File: src/hw/rtl/lkf_pkg.sv
// Shared types and constants for the keyframe fade engine.
`timescale 1ns / 1ps
`default_nettype none

package lkf_pkg;

  localparam int MAX_KEYS  = 16;
  localparam int FRAC_BITS = 16;

  localparam int IDX_W   = $clog2(MAX_KEYS);
  localparam int CNT_W   = $clog2(MAX_KEYS + 1);
  localparam int TIME_W  = 16;
  localparam int COLOR_W = 8;
  localparam int FRAME_W = 10;
  localparam int EL_W    = 17;
  localparam int ACC_W   = COLOR_W + FRAC_BITS;
  localparam int QUO_W   = ACC_W;
  localparam int DIVC_W  = $clog2(QUO_W);
  localparam int PROD_W  = QUO_W + FRAME_W;
  localparam int SUM_W   = PROD_W + 2;
  localparam int NUM_CH  = 3;

  typedef logic [IDX_W-1:0]   idx_t;
  typedef logic [CNT_W-1:0]   cnt_t;
  typedef logic [TIME_W-1:0]  time_t;
  typedef logic [TIME_W:0]    dt_t;
  typedef logic [COLOR_W-1:0] col_t;
  typedef logic [COLOR_W:0]   dc_t;
  typedef logic [FRAME_W-1:0] frame_t;
  typedef logic [EL_W-1:0]    elapsed_t;
  typedef logic [EL_W:0]      el_sum_t;
  typedef logic [ACC_W-1:0]   acc_t;
  typedef logic [QUO_W-1:0]   quo_t;
  typedef logic [DIVC_W-1:0]  divc_t;
  typedef logic [PROD_W-1:0]  prod_t;
  typedef logic [SUM_W-1:0]   sum_t;

  localparam acc_t ACC_TOP = {{COLOR_W{1'b1}}, {FRAC_BITS{1'b0}}};

  localparam logic [1:0] REQ_LOAD  = 2'd0;
  localparam logic [1:0] REQ_START = 2'd1;
  localparam logic [1:0] REQ_TICK  = 2'd2;

  typedef struct packed {
    logic [1:0] req_type;
    logic [3:0] key_index;
    time_t      key_time_ms;
    col_t       key_red;
    col_t       key_green;
    col_t       key_blue;
    logic [4:0] key_count;
    frame_t     frame_ms;
  } cmd_t;

  typedef struct packed {
    col_t red;
    col_t green;
    col_t blue;
    logic active;
  } result_t;

  typedef struct packed {
    time_t key_time;
    col_t  red;
    col_t  green;
    col_t  blue;
  } key_entry_t;

endpackage

`default_nettype wire

File: src/hw/rtl/lkf_key_ram.sv
// Keyframe table: one write port, one registered read port.
`timescale 1ns / 1ps
`default_nettype none

module lkf_key_ram (
  input  wire logic                clk,
  input  wire logic                wr_en,
  input  wire lkf_pkg::idx_t       wr_addr,
  input  wire lkf_pkg::key_entry_t wr_data,
  input  wire logic                rd_en,
  input  wire lkf_pkg::idx_t       rd_addr,
  output lkf_pkg::key_entry_t      rd_data
);

  lkf_pkg::key_entry_t mem [lkf_pkg::MAX_KEYS];

  always_ff @(posedge clk) begin
    if (wr_en) begin
      mem[wr_addr] <= wr_data;
    end
  end

  always_ff @(posedge clk) begin
    if (rd_en) begin
      rd_data <= mem[rd_addr];
    end
  end

endmodule

`default_nettype wire

File: src/hw/rtl/lkf_div.sv
// Restoring divider for the segment slope, one quotient bit per cycle.
`timescale 1ns / 1ps
`default_nettype none

module lkf_div (
  input  wire logic           clk,
  input  wire logic           rst,
  input  wire logic           start,
  input  wire lkf_pkg::quo_t  dividend,
  input  wire lkf_pkg::time_t divisor,
  output logic                busy,
  output lkf_pkg::quo_t       quotient
);

  lkf_pkg::time_t rem;
  lkf_pkg::time_t dvs;
  lkf_pkg::divc_t cnt;

  logic [lkf_pkg::TIME_W:0] trial;
  logic [lkf_pkg::TIME_W:0] diff;
  logic                     ge;

  always_comb begin
    trial = {rem, quotient[lkf_pkg::QUO_W-1]};
    diff  = trial - {1'b0, dvs};
    ge    = trial >= {1'b0, dvs};
  end

  always_ff @(posedge clk) begin
    if (rst) begin
      busy <= 1'b0;
      cnt  <= '0;
    end else if (start) begin
      busy <= 1'b1;
      cnt  <= '0;
    end else if (busy) begin
      cnt <= cnt + lkf_pkg::divc_t'(1);
      if (cnt == lkf_pkg::divc_t'(lkf_pkg::QUO_W - 1)) begin
        busy <= 1'b0;
      end
    end
  end

  // Quotient bits shift in where the dividend bits shift out.
  always_ff @(posedge clk) begin
    if (start) begin
      quotient <= dividend;
      rem      <= '0;
      dvs      <= divisor;
    end else if (busy) begin
      rem      <= ge ? diff[lkf_pkg::TIME_W-1:0] : trial[lkf_pkg::TIME_W-1:0];
      quotient <= {quotient[lkf_pkg::QUO_W-2:0], ge};
    end
  end

endmodule

`default_nettype wire

File: src/hw/rtl/led_keyframe_fade_engine_top.sv
// Keyframe RGB fade engine: command decode, tick sequencer and color accumulators.
//
// Usage: commands arrive on cmd (cmd_valid / cmd_stall). A load item writes one
// keyframe slot, a start item sets the keyframe count and restarts the effect,
// and a tick item advances time by frame_ms while the effect runs and yields one
// item on color (color_valid / color_stall). Loads and starts leave the engine in
// S_IDLE and give no result. For a tick while the effect runs, the color is loaded
// after three table reads through the single read port of the keyframe RAM, the
// wait in S_DIV for the slope dividers (one per channel, 24 quotient bits, one per
// cycle), then multiply, accumulate and emit stages. For a tick while idle the
// engine goes straight to S_EMIT, for the tick that ends the effect it passes
// S_LAST first. cmd_stall is high whenever the state is not S_IDLE, so one tick is
// in work at a time. The result sits in an output register; loads and starts are
// still taken while it waits, and a following tick holds at its end until the
// receiver takes the previous color. Reset clears time, accumulators and the
// running flag, sets the keyframe count to two; the keyframe table is not cleared
// and must be loaded before a start.
`timescale 1ns / 1ps
`default_nettype none

module led_keyframe_fade_engine_top (
  input  wire logic             clk,
  input  wire logic             rst,
  input  wire logic             cmd_valid,
  output logic                  cmd_stall,
  input  wire lkf_pkg::cmd_t    cmd,
  output logic                  color_valid,
  input  wire logic             color_stall,
  output lkf_pkg::result_t      color
);

  localparam logic [2:0] S_IDLE = 3'd0;
  localparam logic [2:0] S_LAST = 3'd1;
  localparam logic [2:0] S_NEXT = 3'd2;
  localparam logic [2:0] S_PAIR = 3'd3;
  localparam logic [2:0] S_DIV  = 3'd4;
  localparam logic [2:0] S_MUL  = 3'd5;
  localparam logic [2:0] S_ACC  = 3'd6;
  localparam logic [2:0] S_EMIT = 3'd7;

  logic [2:0] state;

  lkf_pkg::elapsed_t elapsed;
  lkf_pkg::idx_t     next_slot;
  lkf_pkg::cnt_t     used_count;
  logic              running;
  lkf_pkg::acc_t     acc [lkf_pkg::NUM_CH];

  lkf_pkg::frame_t     frame;
  lkf_pkg::key_entry_t hold;
  logic                adv;
  logic                dt_zero;
  logic [lkf_pkg::NUM_CH-1:0] neg;
  lkf_pkg::prod_t      prod [lkf_pkg::NUM_CH];
  lkf_pkg::result_t    res;

  logic                cmd_acc;
  logic                out_free;
  lkf_pkg::el_sum_t    el_sum;
  lkf_pkg::elapsed_t   el_sat;
  logic                finished;
  logic                advance;

  logic                ram_wr;
  logic                ram_rd;
  lkf_pkg::idx_t       ram_rd_addr;
  lkf_pkg::key_entry_t ram_q;
  lkf_pkg::key_entry_t wr_entry;

  lkf_pkg::key_entry_t cur;
  lkf_pkg::key_entry_t nxt;
  lkf_pkg::dt_t        dt;
  lkf_pkg::time_t      dt_abs;
  lkf_pkg::col_t       cur_c [lkf_pkg::NUM_CH];
  lkf_pkg::col_t       nxt_c [lkf_pkg::NUM_CH];
  lkf_pkg::dc_t        dc [lkf_pkg::NUM_CH];
  lkf_pkg::col_t       dc_abs [lkf_pkg::NUM_CH];
  lkf_pkg::quo_t       dvd [lkf_pkg::NUM_CH];
  lkf_pkg::quo_t       quo [lkf_pkg::NUM_CH];
  logic [lkf_pkg::NUM_CH-1:0] div_busy;
  logic                div_start;

  lkf_pkg::sum_t       sum [lkf_pkg::NUM_CH];
  lkf_pkg::acc_t       acc_next [lkf_pkg::NUM_CH];

  assign cmd_stall = (state != S_IDLE);
  assign cmd_acc   = cmd_valid && !cmd_stall;
  assign out_free  = !color_valid || !color_stall;

  assign el_sum   = lkf_pkg::el_sum_t'(elapsed) + lkf_pkg::el_sum_t'(cmd.frame_ms);
  assign el_sat   = el_sum[lkf_pkg::EL_W] ? '1 : el_sum[lkf_pkg::EL_W-1:0];
  assign finished = elapsed >= lkf_pkg::elapsed_t'(ram_q.key_time);
  assign advance  = (elapsed >= lkf_pkg::elapsed_t'(ram_q.key_time)) &&
                    ((lkf_pkg::cnt_t'(next_slot) + lkf_pkg::cnt_t'(1)) < used_count);

  assign ram_wr   = cmd_acc && (cmd.req_type == lkf_pkg::REQ_LOAD) &&
                    (32'(cmd.key_index) < lkf_pkg::MAX_KEYS);
  assign wr_entry = '{key_time: cmd.key_time_ms, red: cmd.key_red,
                      green: cmd.key_green, blue: cmd.key_blue};

  // Table read sequence: last key, then the next key, then the other end of the segment.
  always_comb begin
    ram_rd      = 1'b0;
    ram_rd_addr = next_slot;
    unique case (state)
      S_IDLE: begin
        ram_rd      = cmd_acc && (cmd.req_type == lkf_pkg::REQ_TICK) && running;
        ram_rd_addr = lkf_pkg::idx_t'(used_count - lkf_pkg::cnt_t'(1));
      end
      S_LAST: begin
        ram_rd      = !finished;
        ram_rd_addr = next_slot;
      end
      S_NEXT: begin
        ram_rd      = 1'b1;
        ram_rd_addr = advance ? next_slot + lkf_pkg::idx_t'(1)
                              : next_slot - lkf_pkg::idx_t'(1);
      end
      S_PAIR, S_DIV, S_MUL, S_ACC, S_EMIT: begin
        ram_rd      = 1'b0;
        ram_rd_addr = next_slot;
      end
      default: begin
        ram_rd      = 1'b0;
        ram_rd_addr = next_slot;
      end
    endcase
  end

  lkf_key_ram u_ram (
    .clk     (clk),
    .wr_en   (ram_wr),
    .wr_addr (lkf_pkg::idx_t'(cmd.key_index)),
    .wr_data (wr_entry),
    .rd_en   (ram_rd),
    .rd_addr (ram_rd_addr),
    .rd_data (ram_q)
  );

  // Segment endpoints and slope operands.
  always_comb begin
    cur    = adv ? hold : ram_q;
    nxt    = adv ? ram_q : hold;
    dt     = {1'b0, nxt.key_time} - {1'b0, cur.key_time};
    dt_abs = dt[lkf_pkg::TIME_W] ? lkf_pkg::time_t'(~dt + lkf_pkg::dt_t'(1))
                                 : dt[lkf_pkg::TIME_W-1:0];
    cur_c[0] = cur.red;
    cur_c[1] = cur.green;
    cur_c[2] = cur.blue;
    nxt_c[0] = nxt.red;
    nxt_c[1] = nxt.green;
    nxt_c[2] = nxt.blue;
    for (int i = 0; i < lkf_pkg::NUM_CH; i++) begin
      dc[i]     = {1'b0, nxt_c[i]} - {1'b0, cur_c[i]};
      dc_abs[i] = dc[i][lkf_pkg::COLOR_W] ? lkf_pkg::col_t'(~dc[i] + lkf_pkg::dc_t'(1))
                                          : dc[i][lkf_pkg::COLOR_W-1:0];
      dvd[i]    = lkf_pkg::quo_t'(dc_abs[i]) << lkf_pkg::FRAC_BITS;
    end
  end

  assign div_start = (state == S_PAIR);

  for (genvar g = 0; g < lkf_pkg::NUM_CH; g++) begin : g_div
    lkf_div u_div (
      .clk      (clk),
      .rst      (rst),
      .start    (div_start),
      .dividend (dvd[g]),
      .divisor  (dt_abs),
      .busy     (div_busy[g]),
      .quotient (quo[g])
    );
  end

  // Apply signed increment and clamp to 0 .. 255.0 in Q8.16.
  always_comb begin
    for (int i = 0; i < lkf_pkg::NUM_CH; i++) begin
      sum[i] = neg[i] ? lkf_pkg::sum_t'(acc[i]) - lkf_pkg::sum_t'(prod[i])
                      : lkf_pkg::sum_t'(acc[i]) + lkf_pkg::sum_t'(prod[i]);
      if (sum[i][lkf_pkg::SUM_W-1]) begin
        acc_next[i] = '0;
      end else if (sum[i] > lkf_pkg::sum_t'(lkf_pkg::ACC_TOP)) begin
        acc_next[i] = lkf_pkg::ACC_TOP;
      end else begin
        acc_next[i] = sum[i][lkf_pkg::ACC_W-1:0];
      end
    end
  end

  always_ff @(posedge clk) begin
    if (rst) begin
      state      <= S_IDLE;
      elapsed    <= '0;
      next_slot  <= lkf_pkg::idx_t'(1);
      used_count <= lkf_pkg::cnt_t'(2);
      running    <= 1'b0;
      for (int i = 0; i < lkf_pkg::NUM_CH; i++) begin
        acc[i] <= '0;
      end
    end else begin
      unique case (state)
        S_IDLE: begin
          if (cmd_acc) begin
            if (cmd.req_type == lkf_pkg::REQ_START) begin
              if (32'(cmd.key_count) > lkf_pkg::MAX_KEYS) begin
                used_count <= lkf_pkg::cnt_t'(lkf_pkg::MAX_KEYS);
              end else if (cmd.key_count < 5'd2) begin
                used_count <= lkf_pkg::cnt_t'(2);
              end else begin
                used_count <= lkf_pkg::cnt_t'(cmd.key_count);
              end
              next_slot <= lkf_pkg::idx_t'(1);
              elapsed   <= '0;
              running   <= 1'b1;
              for (int i = 0; i < lkf_pkg::NUM_CH; i++) begin
                acc[i] <= '0;
              end
            end else if (cmd.req_type == lkf_pkg::REQ_TICK) begin
              if (running) begin
                elapsed <= el_sat;
                state   <= S_LAST;
              end else begin
                state <= S_EMIT;
              end
            end
          end
        end
        S_LAST: begin
          if (finished) begin
            running <= 1'b0;
            state   <= S_EMIT;
          end else begin
            state <= S_NEXT;
          end
        end
        S_NEXT: begin
          if (advance) begin
            next_slot <= next_slot + lkf_pkg::idx_t'(1);
          end
          state <= S_PAIR;
        end
        S_PAIR: begin
          state <= S_DIV;
        end
        S_DIV: begin
          if (div_busy == '0) begin
            state <= S_MUL;
          end
        end
        S_MUL: begin
          state <= S_ACC;
        end
        S_ACC: begin
          for (int i = 0; i < lkf_pkg::NUM_CH; i++) begin
            acc[i] <= acc_next[i];
          end
          state <= S_EMIT;
        end
        S_EMIT: begin
          if (out_free) begin
            state <= S_IDLE;
          end
        end
        default: begin
          state <= S_IDLE;
        end
      endcase
    end
  end

  // Datapath holding registers.
  always_ff @(posedge clk) begin
    if (cmd_acc && (cmd.req_type == lkf_pkg::REQ_TICK)) begin
      frame <= cmd.frame_ms;
      res   <= '0;
    end
    if (state == S_LAST && finished) begin
      res <= '0;
    end
    if (state == S_NEXT) begin
      hold <= ram_q;
      adv  <= advance;
    end
    if (state == S_PAIR) begin
      dt_zero <= (dt == '0);
      for (int i = 0; i < lkf_pkg::NUM_CH; i++) begin
        neg[i] <= dc[i][lkf_pkg::COLOR_W] != dt[lkf_pkg::TIME_W];
      end
    end
    if (state == S_MUL) begin
      for (int i = 0; i < lkf_pkg::NUM_CH; i++) begin
        prod[i] <= (dt_zero ? '0 : lkf_pkg::prod_t'(quo[i])) * lkf_pkg::prod_t'(frame);
      end
    end
    if (state == S_ACC) begin
      res.red    <= acc_next[0][lkf_pkg::ACC_W-1:lkf_pkg::FRAC_BITS];
      res.green  <= acc_next[1][lkf_pkg::ACC_W-1:lkf_pkg::FRAC_BITS];
      res.blue   <= acc_next[2][lkf_pkg::ACC_W-1:lkf_pkg::FRAC_BITS];
      res.active <= 1'b1;
    end
  end

  // Output register: load when empty or being taken, drop once taken.
  always_ff @(posedge clk) begin
    if (rst) begin
      color_valid <= 1'b0;
    end else if (state == S_EMIT && out_free) begin
      color_valid <= 1'b1;
    end else if (!color_stall) begin
      color_valid <= 1'b0;
    end
  end

  always_ff @(posedge clk) begin
    if (state == S_EMIT && out_free) begin
      color <= res;
    end
  end

endmodule

`default_nettype wire

File: config.mk
export PLATFORM = sky130hd
export DESIGN_NAME = led_keyframe_fade_engine_top
export DESIGN_NICKNAME = d
export VERILOG_FILES = /design/src/hw/rtl/lkf_pkg.sv /design/src/hw/rtl/lkf_key_ram.sv /design/src/hw/rtl/lkf_div.sv /design/src/hw/rtl/led_keyframe_fade_engine_top.sv
export SDC_FILE = /design/constraint.sdc
export NUM_CORES = 2
export LEC_CHECK = 0
export BUFFER_PORTS_ARGS = -buffer_cell sky130_fd_sc_hd__buf_2
export CORE_AREA = 2 2 519 521
export DETAILED_ROUTE_END_ITERATION = 8
export DIE_AREA = 0 0 521 523
export HOLD_SLACK_MARGIN = 0.1
export RECOVER_POWER = 50
export SLEW_MARGIN = 10
export SYNTH_ARGS = -nofsm -noshare
export SYNTH_HDL_FRONTEND = slang
export SYNTH_SLANG_ARGS = --single-unit
File: constraint.sdc
create_clock -name clk -period 6 [get_ports clk]
set_clock_uncertainty 0.15 [all_clocks]
set_input_delay 0.6 -clock clk [delete_from_list [all_inputs] [get_ports clk]]
set_output_delay 0.6 -clock clk [all_outputs]
set_load 0.05 [all_outputs]
-- Yosys cells after proc, flatten, opt, wreduce, memory -nomap -nowiden
Memories as Yosys holds them, arrays and structs flattened. A register that Yosys moved wholly into a read port is not among the register bits.
Index checks and enable logic that the tools add are counted.
W data, S select, Z words.
- bits of input ports: 65
- memories kept: 3
- output and inout port bits: 27
- memory bits (writable): 814
- bits in read-only memories: 0
- bits in latches: 0
- word-level logic and storage cells: 233
- bits in registers: 290
- memories (memory ; depth ; width ; read ports ; clocked after Yosys merged registers in ; wr ports ; RTL line ; RTL):
    u_ram.mem ; 16 ; 40 ; 1 ; 1 ; 1 ; lkf_key_ram.sv:15 ; lkf_pkg::key_entry_t mem [lkf_pkg::MAX_KEYS];
    prod ; 3 ; 34 ; 3 ; 0 ; 3 ; led_keyframe_fade_engine_top.sv:54 ; lkf_pkg::prod_t prod [lkf_pkg::NUM_CH];
    acc ; 3 ; 24 ; 3 ; 0 ; 3 ; led_keyframe_fade_engine_top.sv:47 ; lkf_pkg::acc_t acc [lkf_pkg::NUM_CH];
- magnitude comparators: 10
- reductions and logical operators: 34
- bitwise logic cells: 10
- shifts and indexed selects: 0
- multiplexer cells: 86
- $mul: 3
- eq/ne operators: 24
- div/mod/pow operators: 0
- add/sub/neg operators: 25
- operators with widths (cell ; number):
    $mux W24 ; 21
    $gt A36 B24 Y1 const B ; 3
    $mux W36 ; 3
    $add A24 B34 Y35 ; 3
    $sub A24 B34 Y35 ; 3
    $mul A24 B10 Y34 ; 3
    $mux W40 ; 2
    $mux W25 ; 3
    $ge A17 B16 Y1 ; 4
    $mux W17 ; 4
    $mux W16 ; 4
    $sub A16 B16 Y16 ; 3
    $mux W1 ; 28
    $sub A8 B8 Y9 ; 3
    $add A8 B1 Y8 const B ; 3
    $mux W8 ; 3
    $not A8 Y8 ; 3
    $pmux W3 S8 ; 1
    $mux W3 ; 7
    $add A17 B10 Y18 ; 1
    $logic_not A17 Y1 ; 1
    $sub A16 B16 Y17 ; 1
    $add A16 B1 Y16 const B ; 1
    $mux W4 ; 4
    36 further kinds ; 80

-- Depth between registers and ports, before layout
- word-level depth: 9
- gate-level depth with buffers: 27
- gate-level depth less buffers: 24

-- Hierarchy
Synthesis repeated with hierarchy kept, for this count alone.
- cells, all modules: 7322
- area total of the unflattened synthesis: 83595.2 µm²
- modules (own cells, without submodules) (module ; cells each ; times used ; area each (µm²)):
    led_keyframe_fade_engine_top ; 5332 ; 1 ; 47737.0
    lkf_key_ram ; 1040 ; 1 ; 25532.0
    lkf_div at g_div[0].u_div ... ; 324 ; 2 ; 3520.9
    lkf_div at g_div[2].u_div ; 302 ; 1 ; 3284.4

-- Least setup slack after synthesis
OpenSTA, ideal clock, no wires.
- path type: reg2reg
- start: register dt_zero
- end: memory prod[0][65] (netlist bit), data pin
- cell stages (with the launch flop): 28
- path buffers: 3
- arrival: 6195 ps
- setup time: 258 ps
- required time: 5592 ps
- slack: -603 ps
- period minus slack after synthesis: 6603 ps
- cells stage by stage: edfxtp_1 > clkbuf_1 > clkbuf_1 > nor2b_1 > clkbuf_1 > nand2_1 > fa_1 > inv_1 > fa_1 > inv_1 > fa_1 > inv_1 > fa_1 > inv_1 > fa_1 > inv_1 > ha_1 > a21o_1 > a21o_1 > a41o_1 > o221ai_1 > a21oi_1 > a211o_1 > a221o_1 > a41o_1 > o21a_1 > nor2_1 > xnor2_1
- RTL lines (item ; RTL line ; RTL):
    from (decl) ; led_keyframe_fade_engine_top.sv:52 ; logic dt_zero;
    from (signal assigned) ; led_keyframe_fade_engine_top.sv:285 ; dt_zero <= (dt == '0);
    to (decl) ; led_keyframe_fade_engine_top.sv:54 ;

==> impl_metrics.env <==
export IMPL_arrival_ns=6.86
export IMPL_cts_root_buf="clkbuf_16"
export IMPL_clock_path_buffers=3
export IMPL_io_buffers=91
export IMPL_synth_warnings=0
export IMPL_fin_ws_ns=-0.4636
export IMPL_hold_viol=0
export IMPL_fin_crit_sh=1.077
export IMPL_period_needed_ns=6.464
export IMPL_max_stage_delay_ns=0.58
export IMPL_die_area_um2=272500
export IMPL_place_area_um2=90090
export IMPL_num_rows=190
export IMPL_drive_above_1_share=0.1195
export IMPL_ant_nets=0
export IMPL_drv_slew=0
export IMPL_max_slew_margin=0.2036
export IMPL_critPathKind="flop to flop"
export IMPL_worst_hold_path_num_cells=2
export IMPL_power_leakage_nw=39.26
export IMPL_synth_distinct_cells=99
export IMPL_clk_pin_slew_ns=0.07
export IMPL_globalRoute_totalOverflow=0
export IMPL_numCtsBuffers=121
export IMPL_crit_chain="buf_6 -> buf_12 -> nor2b_1 -> buf_4 -> nand2_2 -> fa_1 -> fa_1 -> inv_1 -> fa_1 -> fa_1 -> fa_1 -> ha_4 -> a21o_1 -> a21o_1 -> a41o_1 -> o221ai_2 -> a21oi_2 -> a211o_1 -> a221o_1 -> a41o_1 -> o21a_1 -> nor2_2 -> xnor2_1"
export IMPL_violations="negative setup slack"
export IMPL_synth_edf_count=998
export IMPL_antenna_found_initial=32
export IMPL_drt_pass1_iterations=7
export IMPL_cp_required_ns=6.40
export IMPL_avgRoutedWirePerCell_um=17.82
export IMPL_maxCapViolations=0
export IMPL_final_util=0.3572
export IMPL_avgViaCountPerCell=4.889
export IMPL_fp_dieW_um=521
export IMPL_via_count=57011
export IMPL_finalNonFillerCells=11660
export IMPL_wl_um=207800
export IMPL_hp_class="input pin to flop"
export IMPL_drt_iter0_markers=4006
export IMPL_gp_congestion=0.8755
export IMPL_synth_fp_nets=8688
export IMPL_async_flop_share=0
export IMPL_netlist_instances=7602
export IMPL_path_buf_inv=4
export IMPL_track_usage=0.1505
export IMPL_cp_num_cells=23
export IMPL_vdd_drop_max_v=0.0002765
export IMPL_grt_first_pass_wirelength_um=328100
export IMPL_start_util=0.3085
export IMPL_max_freq_ghz=0.1547
export IMPL_grt_pass1_vias=58046
export IMPL_power_density_nw_per_um2=358.0
export IMPL_grt_max_degree=96
export IMPL_slowest_stage="fa_1"
export IMPL_fin_area_um2=95360
export IMPL_synth_top_flop_cell="edfxtp_1"
export IMPL_netlist_area_um2=82360
export IMPL_final_cell_mix="edfxtp_1, inv_1, mux2i_1"
export IMPL_path_max_fanout=5
export IMPL_start_kind="flop"
export IMPL_synth_seq_cells=1144
export IMPL_final_common_cell="edfxtp_1"
export IMPL_syn_area_per_cell_um2=10.83
export IMPL_hpwlAfterDp_um=151000
export IMPL_end_kind="flop"
export IMPL_fin_nets=9081
export IMPL_area_growth_pct=15.79
export IMPL_ys_seq_area_frac=0.3994
export IMPL_ff2ff_path_depth=23
export IMPL_critPathTopFamily="adder cells"
export IMPL_htree_levels=3
export IMPL_dp_cells=11332
export IMPL_run_status="finished with violations"
export IMPL_cpMostUsedCell="fa_1"
export IMPL_cts_tree="done"
export IMPL_core_um2=267000
export IMPL_io_pins=92
export IMPL_cts_sinks=1144
export IMPL_dieHeight_um=523
export IMPL_drcViolationCount=0
export IMPL_clock_latency_ns=0.80
export IMPL_grt_setup_unrepaired="true"
export IMPL_setup_viol=23
export IMPL_tightest_slew_ns=1.192
worst reg2reg max path: stages (launching register included):
cell	delay (ns)
edfxtp_1	0.41
buf_6	0.17
buf_12	0.15
nor2b_1	0.12
buf_4	0.17
nand2_2	0.07
fa_1	0.49
fa_1	0.49
inv_1	0.06
fa_1	0.58
fa_1	0.44
fa_1	0.55
ha_4	0.22
a21o_1	0.17
a21o_1	0.15
a41o_1	0.24
o221ai_2	0.25
a21oi_2	0.11
a211o_1	0.29
a221o_1	0.37
a41o_1	0.21
o21a_1	0.19
nor2_2	0.14
xnor2_1	0.08
through the flow:
step	hold slack (ns)	power, mW	setup TNS, ns	setup WS [ns]
floorplan	0.2503	21.99	-1.358	-0.3561
detailed placement	0.2545	26.53	-10.46	-0.6257
global route	0.1872	36.42	-14.10	-0.7157
CTS	0.1279	34.28	-5.835	-0.4737
finish	0.1952	34.14	-5.130	-0.4636
global placement	0.2563	26.31	-8.936	-0.5943
final cells by class:
class                      instances  area, um^2
multi-input combinational       5300       45770
timing repair buffer             660        5350
clock inverter                    71       720.7
sequential                      1144       32900
tap                             3552        4444
clock buffer                     156        3272
fill                           26206      171600
inverter                         768        2884
antenna                            9       22.52
worst paths after layout:
| check | start | to | slack, ns |
|---|---|---|---|
| worst max-delay path | dt_zero | prod[0][65] | -0.46 |
| worst min-delay path | cmd[56] | u_ram.mem[0][19] | 0.20 |
| worst max register to register | dt_zero | prod[0][65] | -0.46 |
| worst min register to register | res[8] | color[8] | 0.27 |
Yosys cell counts, types with 14 or more instances:
library cell | instances | area [um^2]
a21o_1 | 90 | 675.7
nand4_1 | 52 | 325.3
a21oi_1 | 350 | 1752
fa_1 | 536 | 10730
nor3b_1 | 15 | 112.6
nand3_1 | 108 | 540.5
edfxtp_1 | 998 | 29970
and3_1 | 33 | 206.5
xnor2_1 | 190 | 1664
nand2b_1 | 64 | 400.4
o211ai_1 | 47 | 352.8
a211oi_1 | 81 | 608.1
nor2b_1 | 138 | 863.3
dfxtp_1 | 146 | 2923
nor2_1 | 398 | 1494
a211o_1 | 22 | 192.7
nor4_1 | 27 | 168.9
o21a_1 | 54 | 405.4
buf_2 | 47 | 235.2
nor3_1 | 119 | 595.6
mux2_2 | 43 | 484.2
nand2_1 | 575 | 2158
mux2i_1 | 736 | 7367
o21ai_0 | 238 | 1191
inv_1 | 767 | 2879
a31oi_1 | 44 | 275.3
o21bai_1 | 45 | 337.8
a311oi_1 | 14 | 122.6
a21boi_0 | 18 | 135.1
or3_1 | 30 | 187.7
o31ai_1 | 29 | 217.7
and2_1 | 382 | 2390
or2_2 | 16 | 100.1
buf_1 | 33 | 123.9
ha_1 | 485 | 6068
xor2_1 | 77 | 674.4
clkbuf_1 | 306 | 1149
per-layer routing:
| layer | routed length [um] | vias to the layer above | global-route usage |
|---|---|---|---|
| met4 | 5709 | 22 | 0.04188 |
| met2 | 98740 | 1233 | 0.2542 |
| li1 | - | 27300 | - |
| met3 | 9697 | 304 | 0.02102 |
| met1 | 93530 | 28152 | 0.2011 |
| met5 | 137 | - | 0 |
sequential cells by signal (all words and copies together), names as in the netlist, 3 cells and up:
name                  cells
u_ram.rd_data            40
u_ram.mem               640
prod                    102
elapsed                  17
color                    25
state                     3
neg                       3
res                      25
frame                    10
g_div.u_div.cnt          15
next_slot                 4
g_div.u_div.busy          3
used_count                5
g_div.u_div.rem          48
acc                      72
hold                     40
g_div.u_div.quotient     72
g_div.u_div.dvs          16
logic make-up (layout without fill, tap and decap cells):
kind of cell,count (synthesis),in the layout,share of synthesized area
simple gates,2022,2022,0.1231
compound gates,1211,1211,0.09608
buf+inv,1158,1655,0.05377
flops,1144,1144,0.3994
fa+ha+maj,1021,1021,0.2040
mux,779,779,0.09533
xor+xnor,267,267,0.02839
other cells,0,9,0
timing repair:
action                     in CTS  in global routing
setup endpoints to repair      36                 45
hold buffers                   56                  0
pin swaps                      17                 47
buffers inserted               15                 19
gates cloned                    0                  4
gates resized for setup        41                 66
hold endpoints to repair      656                  0
report_power, final:
group | switching (mW) | internal (mW) | total, mW
Combinational | 9.45 | 6.58 | 16.0
Sequential | 0.631 | 9.93 | 10.6
Clock | 3.32 | 4.23 | 7.55
Total | 13.4 | 20.7 | 34.1
No activity file was read; power rests on OpenSTA's default activity.
